[config.mk]
export PLATFORM = sky130hd
export DESIGN_NAME = resp_array_command_parser
export DESIGN_NICKNAME = d
export VERILOG_FILES = /design/src/hdl/rac_pkg.sv /design/src/hdl/rac_in_stage.sv /design/src/hdl/rac_num_line.sv /design/src/hdl/rac_parse.sv /design/src/hdl/resp_array_command_parser.sv
export SDC_FILE = /design/constraint.sdc
export NUM_CORES = 1
export LEC_CHECK = 0
export BUFFER_PORTS_ARGS = -buffer_cell sky130_fd_sc_hd__buf_4
export CAP_MARGIN = 20
export CELL_PAD_IN_SITES_DETAIL_PLACEMENT = 1
export CELL_PAD_IN_SITES_GLOBAL_PLACEMENT = 2
export CORE_MARGIN = 1
export CORE_UTILIZATION = 35
export CTS_CLUSTER_SIZE = 20
export DETAILED_ROUTE_END_ITERATION = 8
export GPL_TIMING_DRIVEN = 0
export PLACE_DENSITY_LB_ADDON = 0.12
export SKIP_CTS_REPAIR_TIMING = 1
export SYNTH_ARGS = -nofsm -noshare
export SYNTH_HDL_FRONTEND = slang
export SYNTH_SLANG_ARGS = --single-unit
[constraint.sdc]
create_clock -name clk_i -period 6.2 [get_ports clk_i]
set_clock_uncertainty 0.2 [all_clocks]
set_input_delay 0 -clock clk_i [delete_from_list [all_inputs] [get_ports clk_i]]
set_output_delay 0 -clock clk_i [all_outputs]
set_load 0.005 [all_outputs]
[src/hdl/rac_pkg.sv]
package rac_pkg;

  // stream characters
  localparam logic [7:0] CH_STAR  = 8'h2A;
  localparam logic [7:0] CH_DOLLAR = 8'h24;
  localparam logic [7:0] CH_CR    = 8'h0D;
  localparam logic [7:0] CH_LF    = 8'h0A;
  localparam logic [7:0] CH_PLUS  = 8'h2B;
  localparam logic [7:0] CH_MINUS = 8'h2D;
  localparam logic [7:0] CH_SPACE = 8'h20;
  localparam logic [7:0] CH_TAB   = 8'h09;
  localparam logic [7:0] CH_ZERO  = 8'h30;
  localparam logic [7:0] CH_NINE  = 8'h39;

  // result kinds
  localparam logic [1:0] KIND_BYTE  = 2'd0;
  localparam logic [1:0] KIND_EMPTY = 2'd1;
  localparam logic [1:0] KIND_DONE  = 2'd2;
  localparam logic [1:0] KIND_ERROR = 2'd3;

  // error codes
  localparam logic [1:0] ERR_NONE       = 2'd0;
  localparam logic [1:0] ERR_NO_STAR    = 2'd1;
  localparam logic [1:0] ERR_NO_DOLLAR  = 2'd2;
  localparam logic [1:0] ERR_BAD_LENGTH = 2'd3;

  localparam logic [4:0] TOK_LIMIT_RST = 5'd16;

  typedef enum logic [2:0] {
    PH_START,
    PH_DISCARD,
    PH_COUNT,
    PH_DOLLAR,
    PH_LEN,
    PH_PAYLOAD,
    PH_SKIP
  } phase_e;

  typedef struct packed {
    logic negative;
    logic ended;
    logic started;
    logic saw_cr;
  } num_flags_t;

  typedef struct packed {
    logic [1:0] kind;
    logic [7:0] payload_byte;
    logic [3:0] token_index;
    logic       token_last;
    logic [4:0] tok_count;
    logic [1:0] error_code;
  } result_t;

  typedef struct packed {
    logic advance;
    logic process;
  } flow_t;

endpackage

[src/hdl/rac_in_stage.sv]
module rac_in_stage (
  input  logic          clk_i,
  input  logic          rst_ni,
  input  logic          in_valid_i,
  output logic          in_stall_o,
  input  logic [7:0]    in_byte_i,
  input  logic          advance_i,
  output rac_pkg::flow_t flow_o,
  output logic [7:0]    byte_o
);
  import rac_pkg::*;

  logic       valid_q, valid_d;
  logic [7:0] byte_q;
  logic       load;

  // hold the byte while the result side is stalled
  assign in_stall_o     = valid_q && !advance_i;
  assign load           = in_valid_i && !in_stall_o;
  assign flow_o.advance = advance_i;
  assign flow_o.process = valid_q && advance_i;
  assign byte_o         = byte_q;

  always_comb begin
    valid_d = valid_q;
    if (load) begin
      valid_d = 1'b1;
    end else if (flow_o.process) begin
      valid_d = 1'b0;
    end
  end

  always_ff @(posedge clk_i or negedge rst_ni) begin
    if (!rst_ni) begin
      valid_q <= 1'b0;
    end else begin
      valid_q <= valid_d;
    end
  end

  always_ff @(posedge clk_i) begin
    if (load) begin
      byte_q <= in_byte_i;
    end
  end

endmodule

[src/hdl/rac_num_line.sv]
module rac_num_line #(
  parameter int AW  = 17,
  parameter int CAP = 65599
) (
  input  logic [AW-1:0]          accum_i,
  input  rac_pkg::num_flags_t    flags_i,
  input  logic [7:0]             byte_i,
  output logic [AW-1:0]          accum_o,
  output rac_pkg::num_flags_t    flags_o,
  output logic                   line_done_o
);
  import rac_pkg::*;

  logic          digit;
  logic          blank;
  logic [AW+3:0] prod;

  assign digit = (byte_i >= CH_ZERO) && (byte_i <= CH_NINE);
  assign blank = byte_i inside {CH_SPACE, [CH_TAB:CH_CR]};
  // accum * 10 + digit value; digits carry their value in the low nibble
  assign prod  = ((AW+4)'(accum_i) << 3) + ((AW+4)'(accum_i) << 1)
               + (AW+4)'(byte_i[3:0]);

  always_comb begin
    accum_o     = accum_i;
    flags_o     = flags_i;
    line_done_o = 1'b0;
    if (flags_i.saw_cr && byte_i == CH_LF) begin
      flags_o.saw_cr = 1'b0;
      line_done_o    = 1'b1;
    end else begin
      flags_o.saw_cr = (byte_i == CH_CR);
      if (!flags_i.ended) begin
        if (!flags_i.started) begin
          if (blank) begin
            flags_o.started = 1'b0;
          end else if (byte_i == CH_PLUS || byte_i == CH_MINUS) begin
            flags_o.started  = 1'b1;
            flags_o.negative = (byte_i == CH_MINUS);
          end else if (digit) begin
            flags_o.started = 1'b1;
            accum_o         = AW'(byte_i[3:0]);
          end else begin
            flags_o.ended = 1'b1;
          end
        end else if (digit) begin
          // saturate so the line value stays bounded
          accum_o = (prod > (AW+4)'(CAP)) ? AW'(CAP) : prod[AW-1:0];
        end else begin
          flags_o.ended = 1'b1;
        end
      end
    end
  end

endmodule

[src/hdl/rac_parse.sv]
module rac_parse #(
  parameter int MAX_TOKENS   = 16,
  parameter int MAX_BULK_LEN = 65535
) (
  input  logic             clk_i,
  input  logic             rst_ni,
  input  rac_pkg::flow_t   flow_i,
  input  logic [7:0]       byte_i,
  input  logic [4:0]       tok_limit_i,
  output logic             res_valid_o,
  output rac_pkg::result_t res_o
);
  import rac_pkg::*;

  localparam int CAP = MAX_BULK_LEN + 64;
  localparam int AW  = $clog2(CAP + 1);
  localparam int LW  = $clog2(MAX_BULK_LEN + 1);
  localparam int TW  = $clog2(MAX_TOKENS + 1);
  localparam int EW  = TW + 5;

  phase_e      phase_q, phase_d;
  logic [AW-1:0] accum_q, accum_d;
  num_flags_t  flags_q, flags_d;
  logic [AW-1:0] args_q, args_d;
  logic [TW-1:0] goal_q, goal_d;
  logic [TW-1:0] done_q, done_d;
  logic [LW-1:0] left_q, left_d;
  logic [1:0]  skip_q, skip_d;

  logic [AW-1:0] num_accum;
  num_flags_t  num_flags;
  logic        line_done;
  logic [AW-1:0] args_new;
  logic [AW-1:0] lim;
  logic [AW-1:0] goal_new;
  logic [EW-1:0] done_ext;
  logic        bad_len;
  logic        last_byte;

  rac_num_line #(
    .AW  (AW),
    .CAP (CAP)
  ) u_num (
    .accum_i     (accum_q),
    .flags_i     (flags_q),
    .byte_i      (byte_i),
    .accum_o     (num_accum),
    .flags_o     (num_flags),
    .line_done_o (line_done)
  );

  assign args_new = num_flags.negative ? '0 : num_accum;
  assign lim      = ((AW)'(tok_limit_i) > AW'(MAX_TOKENS)) ? AW'(MAX_TOKENS)
                                                           : AW'(tok_limit_i);
  assign goal_new = (args_new < lim) ? args_new : lim;
  assign done_ext = EW'(done_q);
  assign bad_len  = (num_flags.negative && num_accum != '0)
                  || (num_accum > AW'(MAX_BULK_LEN));
  assign last_byte = (left_q <= LW'(1));

  always_comb begin
    phase_d     = phase_q;
    accum_d     = accum_q;
    flags_d     = flags_q;
    args_d      = args_q;
    goal_d      = goal_q;
    done_d      = done_q;
    left_d      = left_q;
    skip_d      = skip_q;
    res_valid_o = 1'b0;
    res_o       = '0;
    if (flow_i.process) begin
      case (phase_q)
        PH_START, PH_DISCARD: begin
          if (byte_i == CH_STAR) begin
            accum_d = '0;
            flags_d = '0;
            phase_d = PH_COUNT;
          end else if (phase_q == PH_START) begin
            res_valid_o      = 1'b1;
            res_o.kind       = KIND_ERROR;
            res_o.error_code = ERR_NO_STAR;
            phase_d          = PH_DISCARD;
          end
        end
        PH_COUNT: begin
          accum_d = num_accum;
          flags_d = num_flags;
          if (line_done) begin
            args_d = args_new;
            goal_d = TW'(goal_new);
            done_d = '0;
            if (goal_new == '0) begin
              res_valid_o = 1'b1;
              res_o.kind  = KIND_DONE;
              phase_d     = (args_new != '0) ? PH_DISCARD : PH_START;
            end else begin
              phase_d = PH_DOLLAR;
            end
          end
        end
        PH_DOLLAR: begin
          if (byte_i == CH_DOLLAR) begin
            accum_d = '0;
            flags_d = '0;
            phase_d = PH_LEN;
          end else begin
            res_valid_o      = 1'b1;
            res_o.kind       = KIND_ERROR;
            res_o.error_code = ERR_NO_DOLLAR;
            phase_d          = PH_DISCARD;
          end
        end
        PH_LEN: begin
          accum_d = num_accum;
          flags_d = num_flags;
          if (line_done) begin
            if (bad_len) begin
              res_valid_o      = 1'b1;
              res_o.kind       = KIND_ERROR;
              res_o.error_code = ERR_BAD_LENGTH;
              phase_d          = PH_DISCARD;
            end else begin
              skip_d = 2'd2;
              if (num_accum == '0) begin
                res_valid_o       = 1'b1;
                res_o.kind        = KIND_EMPTY;
                res_o.token_index = done_ext[3:0];
                done_d            = done_q + TW'(1);
                phase_d           = PH_SKIP;
              end else begin
                left_d  = LW'(num_accum);
                phase_d = PH_PAYLOAD;
              end
            end
          end
        end
        PH_PAYLOAD: begin
          res_valid_o        = 1'b1;
          res_o.kind         = KIND_BYTE;
          res_o.payload_byte = byte_i;
          res_o.token_index  = done_ext[3:0];
          res_o.token_last   = last_byte;
          if (last_byte) begin
            left_d  = '0;
            done_d  = done_q + TW'(1);
            phase_d = PH_SKIP;
          end else begin
            left_d = left_q - LW'(1);
          end
        end
        PH_SKIP: begin
          if (skip_q > 2'd1) begin
            skip_d = skip_q - 2'd1;
          end else begin
            skip_d = '0;
            if (done_q >= goal_q) begin
              res_valid_o     = 1'b1;
              res_o.kind      = KIND_DONE;
              res_o.tok_count = done_ext[4:0];
              // limit cut the message short: drop the rest silently
              phase_d = (AW'(done_q) < args_q) ? PH_DISCARD : PH_START;
            end else begin
              phase_d = PH_DOLLAR;
            end
          end
        end
        default: begin
          phase_d = PH_START;
        end
      endcase
    end
  end

  always_ff @(posedge clk_i or negedge rst_ni) begin
    if (!rst_ni) begin
      phase_q <= PH_START;
      accum_q <= '0;
      flags_q <= '0;
      args_q  <= '0;
      goal_q  <= '0;
      done_q  <= '0;
      left_q  <= '0;
      skip_q  <= '0;
    end else begin
      phase_q <= phase_d;
      accum_q <= accum_d;
      flags_q <= flags_d;
      args_q  <= args_d;
      goal_q  <= goal_d;
      done_q  <= done_d;
      left_q  <= left_d;
      skip_q  <= skip_d;
    end
  end

endmodule

[src/hdl/resp_array_command_parser.sv]
// Parses a request byte stream of arrays of bulk strings, one byte per transfer:
// '*' and an argument count line, then per argument '$', a length line, the
// payload bytes and two trailing bytes that are skipped unchecked. Each payload
// byte comes out tagged with its token index and a last-byte mark, an empty
// token gives one empty-token result, and a done result with the token count
// closes the message; format faults give an error result and the parser then
// drops bytes up to the next '*'. At most one result follows each byte. The
// block takes one byte every cycle unless an output stall backs up into the
// input register; a byte is held in the input register, decoded there against
// the parser state, and its result is registered in the output register.
// Output stall holds the output register and then the input register. The
// token limit is sampled when a count line ends; write it only while the
// block is idle. There is no clearing pass after reset.
module resp_array_command_parser #(
  parameter int MAX_TOKENS   = 16,
  parameter int MAX_BULK_LEN = 65535
) (
  input  logic       clk_i,
  input  logic       rst_ni,
  // configuration
  input  logic       cfg_we_i,
  input  logic [4:0] cfg_wdata_i,
  // byte input
  input  logic       in_valid_i,
  output logic       in_stall_o,
  input  logic [7:0] in_byte_i,
  // results
  output logic       out_valid_o,
  input  logic       out_stall_i,
  output logic [1:0] kind_o,
  output logic [7:0] payload_byte_o,
  output logic [3:0] token_index_o,
  output logic       token_last_o,
  output logic [4:0] tok_count_o,
  output logic [1:0] error_code_o
);
  import rac_pkg::*;

  logic [4:0] max_tok_q;
  flow_t      flow;
  logic [7:0] cur_byte;
  logic       res_valid;
  result_t    res;
  logic       out_valid_q, out_valid_d;
  result_t    out_q;
  logic       advance;

  // the output register can take a new result when empty or being drained
  assign advance = !out_valid_q || !out_stall_i;

  // token limit register
  always_ff @(posedge clk_i or negedge rst_ni) begin
    if (!rst_ni) begin
      max_tok_q <= TOK_LIMIT_RST;
    end else if (cfg_we_i) begin
      max_tok_q <= cfg_wdata_i;
    end
  end

  rac_in_stage u_in (
    .clk_i      (clk_i),
    .rst_ni     (rst_ni),
    .in_valid_i (in_valid_i),
    .in_stall_o (in_stall_o),
    .in_byte_i  (in_byte_i),
    .advance_i  (advance),
    .flow_o     (flow),
    .byte_o     (cur_byte)
  );

  rac_parse #(
    .MAX_TOKENS   (MAX_TOKENS),
    .MAX_BULK_LEN (MAX_BULK_LEN)
  ) u_parse (
    .clk_i        (clk_i),
    .rst_ni       (rst_ni),
    .flow_i       (flow),
    .byte_i       (cur_byte),
    .tok_limit_i  (max_tok_q),
    .res_valid_o  (res_valid),
    .res_o        (res)
  );

  // output register: its valid flag reloads whenever it advances, empty when the byte gave nothing
  always_comb begin
    out_valid_d = out_valid_q;
    if (flow.advance) begin
      out_valid_d = flow.process && res_valid;
    end
  end

  always_ff @(posedge clk_i or negedge rst_ni) begin
    if (!rst_ni) begin
      out_valid_q <= 1'b0;
    end else begin
      out_valid_q <= out_valid_d;
    end
  end

  always_ff @(posedge clk_i) begin
    if (flow.process && res_valid) begin
      out_q <= res;
    end
  end

  assign out_valid_o    = out_valid_q;
  assign kind_o         = out_q.kind;
  assign payload_byte_o = out_q.payload_byte;
  assign token_index_o  = out_q.token_index;
  assign token_last_o   = out_q.token_last;
  assign tok_count_o    = out_q.tok_count;
  assign error_code_o   = out_q.error_code;

endmodule

---- Yosys cells after proc, flatten, opt, wreduce, memory -nomap -nowiden ----
Index checks and enable logic that the tools add are counted.
word-level totals
  bits in registers ....................... 106
operators by class
  $lt $le $gt $ge ......................... 12
  muxes and demuxes ....................... 95
  add/subtract/negate cells ............... 5
  bitwise gates (word level) .............. 3
  reductions and logical operators ........ 38
  eq/ne operators ......................... 25
operators by type and width
  operator                                                                 count
  17-bit two-way mux                                                       12
  16-bit two-way mux                                                       4
  17-bit one-hot mux with 3 select lines                                   1
  8-bit by 6-bit equality test with 1-bit output, second input constant    5
  2-bit two-way mux                                                        18
  3-bit two-way mux                                                        12
  17-bit zero test                                                         2
  17-bit nonzero test                                                      2
  16-bit one-hot mux with 2 select lines                                   1
  5-bit two-way mux                                                        6
  1-bit two-way mux                                                        28
  20-bit by 18-bit adder with 21-bit output                                1
  21-bit by 4-bit adder with 21-bit output                                 1
  21-bit by 17-bit > comparator with 1-bit output, second input constant   1
  4-bit two-way mux                                                        5
  3-bit one-hot mux with 6 select lines                                    1
  17-bit by 16-bit > comparator with 1-bit output, second input constant   1
  17-bit less-than comparator                                              1
  5-bit by 17-bit less-than comparator with 1-bit output                   1
  8-bit by 4-bit equality test with 1-bit output, second input constant    2
  16-bit by 1-bit <= comparator with 1-bit output, second input constant   1
  16-bit by 1-bit subtractor with 16-bit output, second input constant     1
  5-bit one-hot mux with 3 select lines                                    1
  2-bit by 1-bit inequality test with 1-bit output, second input constant  6
  35 further kinds                                                         64

---- Longest topological paths before layout ----
Gate-level depths: netlist (run 1).
  word-level depth ........................ 17
  depth in mapped cells ................... 24
  depth with buffers taken out ............ 23

---- By module ----
Synthesis (run 1) repeated with hierarchy kept, for this count alone.
unflattened totals
  cells, all modules ...................... 823
  area total of the unflattened synthesis .. 7315.8 µm²
modules (own cells, without submodules)
  module                     sequential area each (µm²)  cells each  times used  area each (µm²)
  rac_parse                  1726.7                      516         1           4279.1
  rac_num_line               0.0                         256         1           1833.0
  resp_array_command_parser  812.0                       36          1           892.1
  rac_in_stage               265.3                       15          1           311.5

---- Least setup slack after synthesis (run 1) ----
OpenSTA, ideal clock, no wires.
  kind .................................... register to register
  start ................................... register u_in.byte_q[3] (netlist: u_in.byte_o[3])
  end ..................................... register out_q, in the netlist error_code_o[0] (enable)
  path buffers ............................ 0
  clock period less this slack ............ 6.627 ns
  path slack .............................. -0.427 ns
  arrival ................................. 6.026 ns
  cell stages (with the launch flop) ...... 23
  library setup time ...................... 0.401 ns
  path through ............................ edfxtp_1 -> inv_1 -> fa_1 -> fa_1 -> and2b_1 -> nand4_1 -> a2bb2oi_1 -> or4_1 -> a31o_1 -> a2111o_1 -> o21bai_4 -> a41o_1 -> nor2_1 -> ha_1 -> a21o_1 -> a21o_1 -> a21oi_1 -> o21ai_0 -> a21oi_1 -> a21boi_4 -> o32ai_1 -> o211a_1 -> nor2_1
between the ends
  word-level cells in the longest chain between the ends .. 17
  elaborated cells between the ends (all ways) .. 50
  classes of those cells .................. 1 x add/sub; 7 x order compare; 6 x eq/ne; 25 x mux; 11 x reduce/logical
RTL lines
  element                                                                                           line                              source
  start, declared                                                                                   rac_in_stage.sv:14                logic [7:0] byte_q;
  start signal, assigned                                                                            rac_in_stage.sv:43                byte_q <= in_byte_i;
  parallel branches: the longest is 8 deep, another holds 21-bit by 4-bit adder with 21-bit output  -
  17-bit two-way mux (*)                                                                            rac_parse.sv:52                   assign args_new = num_flags.negative ? '0 : num_accum;
  via u_parse.args_new[2]                                                                           rac_parse.sv:33                   logic [AW-1:0] args_new;
  17-bit less-than comparator                                                                       rac_parse.sv:55                   assign goal_new = (args_new < lim) ? args_new : lim;
  17-bit two-way mux (*)                                                                            rac_parse.sv:55
  17-bit zero test (*)                                                                              rac_parse.sv:93                   if (goal_new == '0) begin
  1-bit two-way mux (*)                                                                             rac_parse.sv:93
  1-bit two-way mux (*)                                                                             rac_parse.sv:89                   if (line_done) begin
  1-bit one-hot mux with 6 select lines (*)                                                         rac_parse.sv:73                   case (phase_q)
  1-bit two-way mux (*)                                                                             rac_parse.sv:72                   if (flow_i.process) begin
  1-bit logical AND (*)                                                                             resp_array_command_parser.sv:101  if (flow.process && res_valid) begin
  end signal, assigned                                                                              resp_array_command_parser.sv:102  out_q <= res;
  end, declared                                                                                     resp_array_command_parser.sv:45   result_t out_q;
Mark *: on every way through the listed nets, which the timed path passes. The select of a mux whose other input is x is not followed.
A chain may end at the register's enable or synchronous reset.

---- Worst setup path after layout (run 1) ----
  start ................................... register u_in.byte_q[3] (netlist: u_in.byte_o[3])
  end ..................................... register out_q, in the netlist payload_byte_o[6] (enable)
Same word-level chain as after synthesis.

==> flow_summary.ini, run 1 <==
[grt]
gr-total-overflow = 0
grt_start_max_net_pins = 77
grtUsageTotal_pct = 21.53
antenna_found_initial = 0
grt_first_pass_wirelength_um = 34520
grt_pass1_vias = 6486

[cts]
cts_sinks = 106
cts_inserted_buffers = 9
clockBufferDepth = 2
root_buffer = clkbuf_16
cts_tree = done
cts_max_level = 3
clk_pin_slew_worst_paths_ps = 80
clk_latency_ps = 360

[synthesis]
async_flop_share_pct = 71.70
synth_ff_type = dfrtp_1
yosys-top-cells-area = dfrtp_1 (27%), edfxtp_1 (13%), ha_1 (8.7%), o21ai_0 (6.4%), nand2_1 (4.1%)
synth_top_cell_by_area = dfrtp_1
synth_nets = 863
synth_commonest_cells = o21ai_0 (90), nand2_1 (77), dfrtp_1 (75), nor2_1 (60), a21oi_1 (55)
yosysMostFrequentCell = o21ai_0
synth_enable_flop_cells = 30
yosysTopAreaCellShare_pct = 26.63
synthCells = 794
synth_seq_area_share_pct = 39.79
synth_cell_types = 79
syn-mean-instance-area_um2 = 8.875
yosys_warnings = 0
syn_area_mm2 = 0.007047
synth-seq-cells = 106

[place]
gp_congestion = 0.8461
numPortBuffers = 41
dpl.hpwl_um = 16410
pre_cts_slack_ps = -856.8
post_dp_cell_area_mm2 = 0.007694

[detailed_routing]
ant_nets = 0
wl_um = 21590
drt_first_pass_iters = 5
viasPerCell = 5.527
vias = 6389
wire_per_inst_um = 18.67
drt_iter0_markers = 304
drc = 0

[finish]
antenna_cells = 0
syn_to_final_growth_pct = 20.40
final_nets = 955
final_area_mm2 = 0.008484
drive_gt1_share_pct = 15.38

[timing]
hold_viol_final = 0
maxSlewViolCount = 0
relSlewSlack_pct = 17.26
worst_pin_slew_ps = 1226
fin_crit_sh_pct = 97.33
fin_ws_ps = 165.4
fin_crit_ps = 6035
hold_slack_ps = 134.8
clock.fmax_ghz = 0.1657
finalSetupViolCount = 0

[setup_path]
endpoint_kind = flip-flop
cp.required_ps = 6080
cp_num_buf_inv = 2
crit_fanout = 7
crit_arrival_ps = 5920
critPathKind = flip-flop to flip-flop
cpMaxStageDelayCell = fa_2
crit_chain = inv_2, fa_2, fa_2, and2b_2, nand4_1, a2bb2oi_2, or4_1, a31o_1, a2111o_1, o21bai_4, a41o_4, nor2_4, ha_4, a21o_1, a21o_1, a21oi_1, o21ai_1, a21oi_2, a21boi_4, o32ai_4, o211a_4, nor2_2, buf_6
max_stage_delay_ps = 450
start_kind = flip-flop
crit_family = compound AO/OA/AOI/OAI gates

[run_status]
status = complete, no violations

[floorplan]
die_width_um = 143.9
pin_count = 42
die_area_mm2 = 0.02070
start_util_pct = 35.97
fp-row-count = 51
core_mm2 = 0.01959
fp.dieH_um = 143.9

[run]
cap_violations = 0

[worst_hold_path]
hold_path_class = input pin to asynchronous set/reset pin

[power]
p_total_mw = 2.048
p_leak_nw = 3.667
peakVddDrop_v = 0.0001328
p_per_area_mw_per_mm2 = 241.4
-- state kept, by name, indices dropped and copies added, names as in the netlist, 4 cells and up --
register         cells
max_tok_q            5
payload_byte_o       8
tok_count_o          5
token_index_o        4
u_in.byte_o          8
u_parse.accum_q     17
u_parse.args_q      17
u_parse.done_q       5
u_parse.flags_q      4
u_parse.goal_q       5
u_parse.left_q      16
-- power by group --
group	leakage (nW)	internal, mW	switching [mW]
registers	1.30	0.810	0.0388
clock network	0.126	0.277	0.273
logic	2.24	0.268	0.381
total	3.67	1.36	0.693
-- cell families after synthesis --
| logic type | after synthesis | synth area share [%] |
|---|---|---|
| and+or+nand+nor | 272 | 19.27 |
| adders and majority gates | 51 | 9.269 |
| xor gates and xnor gates | 16 | 2.095 |
| DFF | 106 | 39.79 |
| AOI/OAI and AO/OA | 261 | 23.56 |
| buffers and inverters | 77 | 4.279 |
| muxes | 11 | 1.740 |
-- worst reg2reg max path, delay by kind of cell, from the launching register on --
kind	cells	cell delay [ps]
fa+ha+maj	3	1080
simple gates	5	1050
compound gates	13	2710
buf+inv	2	290
flops	1	430
-- metal layers --
metal / track usage [%] / share of wire [%]
met1: 28.11 / 47
met3: 3.632 / 2.4
met4: 5.599 / 1.0
met2: 36.61 / 49
met5: 0 / 0
-- cell type report --
class | instances | area [um^2]
buffer | 39 | 158.9
fill | 2345 | 11110
inverter | 38 | 142.6
clock inverter | 6 | 48.80
clock buffer | 10 | 229.0
timing repair buffer | 80 | 663.1
tap | 265 | 331.6
multi-input combinational | 612 | 4104
sequential | 106 | 2806
-- per-stage QoR --
stage          std cells  util [%]  setup TNS, ps
3_5_place_dp        1100     39.27         -19510
5_1_grt             1156     43.31         -700.4
4_1_cts             1116     40.69         -20480
3_3_place_gp        1100     39.27         -15990
2_1_floorplan        794         -              0
6_report            1156     43.31              0
-- layout by cell type, fill, tap and decap left out, drive strengths merged, types with 9 or more instances in the layout --
cell type,count
o21ai,103
nand2,77
dfrtp,75
buf,68
nor2,62
a21oi,55
ha,49
clkbuf,43
inv,41
edfxtp,30
nor3,27
nand3,19
dlygate4sd3,18
a31oi,17
and2,15
and3,12
a21o,11
nand2b,11
a22oi,11
mux2,10
nor4,10
nor2b,9
nand4,9
xor2,9
-- final timing paths --
path,from,end,slack [ps],cells after the start
hold / removal,rst_ni,u_in.valid_q,130,2
max in group asynchronous,rst_ni,u_parse.accum_q[1],4940,2
setup / recovery,u_in.byte_o[3],payload_byte_o[6],170,23
min in group clk_i,in_byte_i[3],u_in.byte_o[3],160,2
hold reg to reg,u_parse.args_q[6],u_parse.args_q[6],290,2
setup reg to reg,u_in.byte_o[3],payload_byte_o[6],170,23
Note: power is estimated with default switching activity, not from simulation.
==> inputs of run 2 (changes only) <==
Settings changed: RECOVER_POWER from default to 100.
==> flow_summary.ini, run 2 (synthesis results as in run 1) <==
[run]
cap_violations = 1

[cts]
cts_max_level = 3
cts_sinks = 106
clk_latency_ps = 360
clk_pin_slew_worst_paths_ps = 80
cts_tree = done
cts_inserted_buffers = 9
clockBufferDepth = 2
root_buffer = clkbuf_16

[worst_hold_path]
hold-path-endpoint = u_in.byte_o[3]
min-delay-start = in_byte_i[3]
hold_path_depth = 2
hold_path_class = input pin to flip-flop

[detailed_routing]
ant_nets = 0
wl_um = 21610
drt_first_pass_iters = 4
viasPerCell = 5.561
drt_iter0_markers = 323
vias = 6429
drc = 0
wire_per_inst_um = 18.69

[setup_path]
r2r-end = payload_byte_o[5]
endpoint_kind = flip-flop
crit_fanout = 7
r2r_start = u_in.byte_o[3]
crit_arrival_ps = 5920
start_kind = flip-flop
critPathKind = flip-flop to flip-flop
ff2ff_path_depth = 23
r2r_slack_ps = 160
crit_start = u_in.byte_o[3]
cp.required_ps = 6080

[grt]
gr-total-overflow = 0
met1_usage_pct = 28.11
use_met2_pct = 36.61
grt_first_pass_wirelength_um = 34520
antenna_found_initial = 0
grt_start_max_net_pins = 77
grtUsageMet3_pct = 3.632
top_usage_layer = met2
grt_pass1_vias = 6486
grtUsageTotal_pct = 21.53

[timing]
finalSetupViolCount = 0
maxSlewViolCount = 77
setup_tns_ps = 0
fin_crit_sh_pct = 97.41
clock.fmax_ghz = 0.1656
fin_crit_ps = 6040
worst_pin_slew_ps = 4287
relSlewSlack_pct = -185.8
hold_viol_final = 0

[finish]
seqCellArea_mm2 = 0.002806
multi_input_area_mm2 = 0.004104
num-fill-cells = 2352
antenna_cells = 0
syn_to_final_growth_pct = 20.01
reg_top3 = u_parse.accum_q: 17 flops, u_parse.args_q: 17 flops, u_parse.left_q: 16 flops
final_nets = 955
drive_gt1_share_pct = 14.37
layout_commonest_cell = o21ai_0
mostFrequentLayoutCells = o21ai_0 (88), nand2_1 (77), dfrtp_1 (73)

[floorplan]
die_width_um = 143.9
fp-row-count = 51
core_mm2 = 0.01959
fp.dieH_um = 143.9
die_area_mm2 = 0.02070
pin_count = 42
start_util_pct = 35.97

[power]
peakVddDrop_v = 0.0001344
p_leak_nw = 3.630
p_per_area_mw_per_mm2 = 241.1
p_total_mw = 2.039

[run_status]
violations = capacitance limit, slew limit
status = finished, violations left

[place]
gp_congestion = 0.8461
numPortBuffers = 41
dpl.hpwl_um = 16410
[run 2: changes by cell type in the layout (fill, tap and decap cells not counted)]
cell	previous run	this run
and2_0	0	3
clkbuf_1	32	40
dfstp_2	1	0
clkbuf_2	2	1
dfstp_1	0	1
o21ai_0	87	88
and2_1	15	12
clkbuf_4	0	26
o21ai_1	14	13
buf_4	58	25
[run 2: report_power, final]
group | internal (mW) | switching, mW
logic | 0.257 | 0.382
clock network | 0.277 | 0.275
registers | 0.809 | 0.0377
total | 1.34 | 0.695
[run 2: worst max path at each step]
stage                                    to
final                     payload_byte_o[5]
after global routing      payload_byte_o[6]
after CTS                  token_index_o[1]
after detailed placement   token_index_o[1]
after global placement     token_index_o[2]
after floorplan             error_code_o[0]
[run 2: stage by stage]
stage                     cells  hold WS [ps]  utilization (%)  worst slack (ps)  instance area (um^2)
after floorplan             794        -495.6                -             159.7                  7054
after global placement     1100        -20.91            39.27            -715.1                  7694
after detailed placement   1100        -20.01            39.27            -856.8                  7694
after CTS                  1116        -403.8            40.69            -897.2                  7971
after global routing       1156         166.7            43.17            -84.60                  8457
final                      1156         174.2            43.17             160.3                  8457
[run 2: layout make-up]
type	instances	area share [%]
buffer	39	1.879
timing repair buffer	80	7.516
inverter	38	1.687
clock buffer	10	2.708
tap	265	3.921
sequential	106	33.19
clock inverter	6	0.5770
multi-input combinational	612	48.53
[run 2: routing by layer]
layer	vias to the layer above	share of wire (%)
li1	3100	-
met1	3226	48
met2	86	48
met3	17	2.4
met4	0	1.4
met5	-	0
[run 2: critical path: stages, from the launching register on]
cell	delay (ps)
edfxtp_1	440
inv_2	120
fa_2	450
fa_2	380
and2b_2	270
nand4_1	110
a2bb2oi_2	190
or4_1	400
a31o_1	220
a2111o_1	430
o21bai_4	280
a41o_4	290
nor2_4	60
ha_4	250
a21o_1	150
a21o_1	170
a21oi_1	110
o21ai_1	90
a21oi_2	150
a21boi_4	230
o32ai_4	120
o211a_4	280
nor2_2	210
buf_6	170
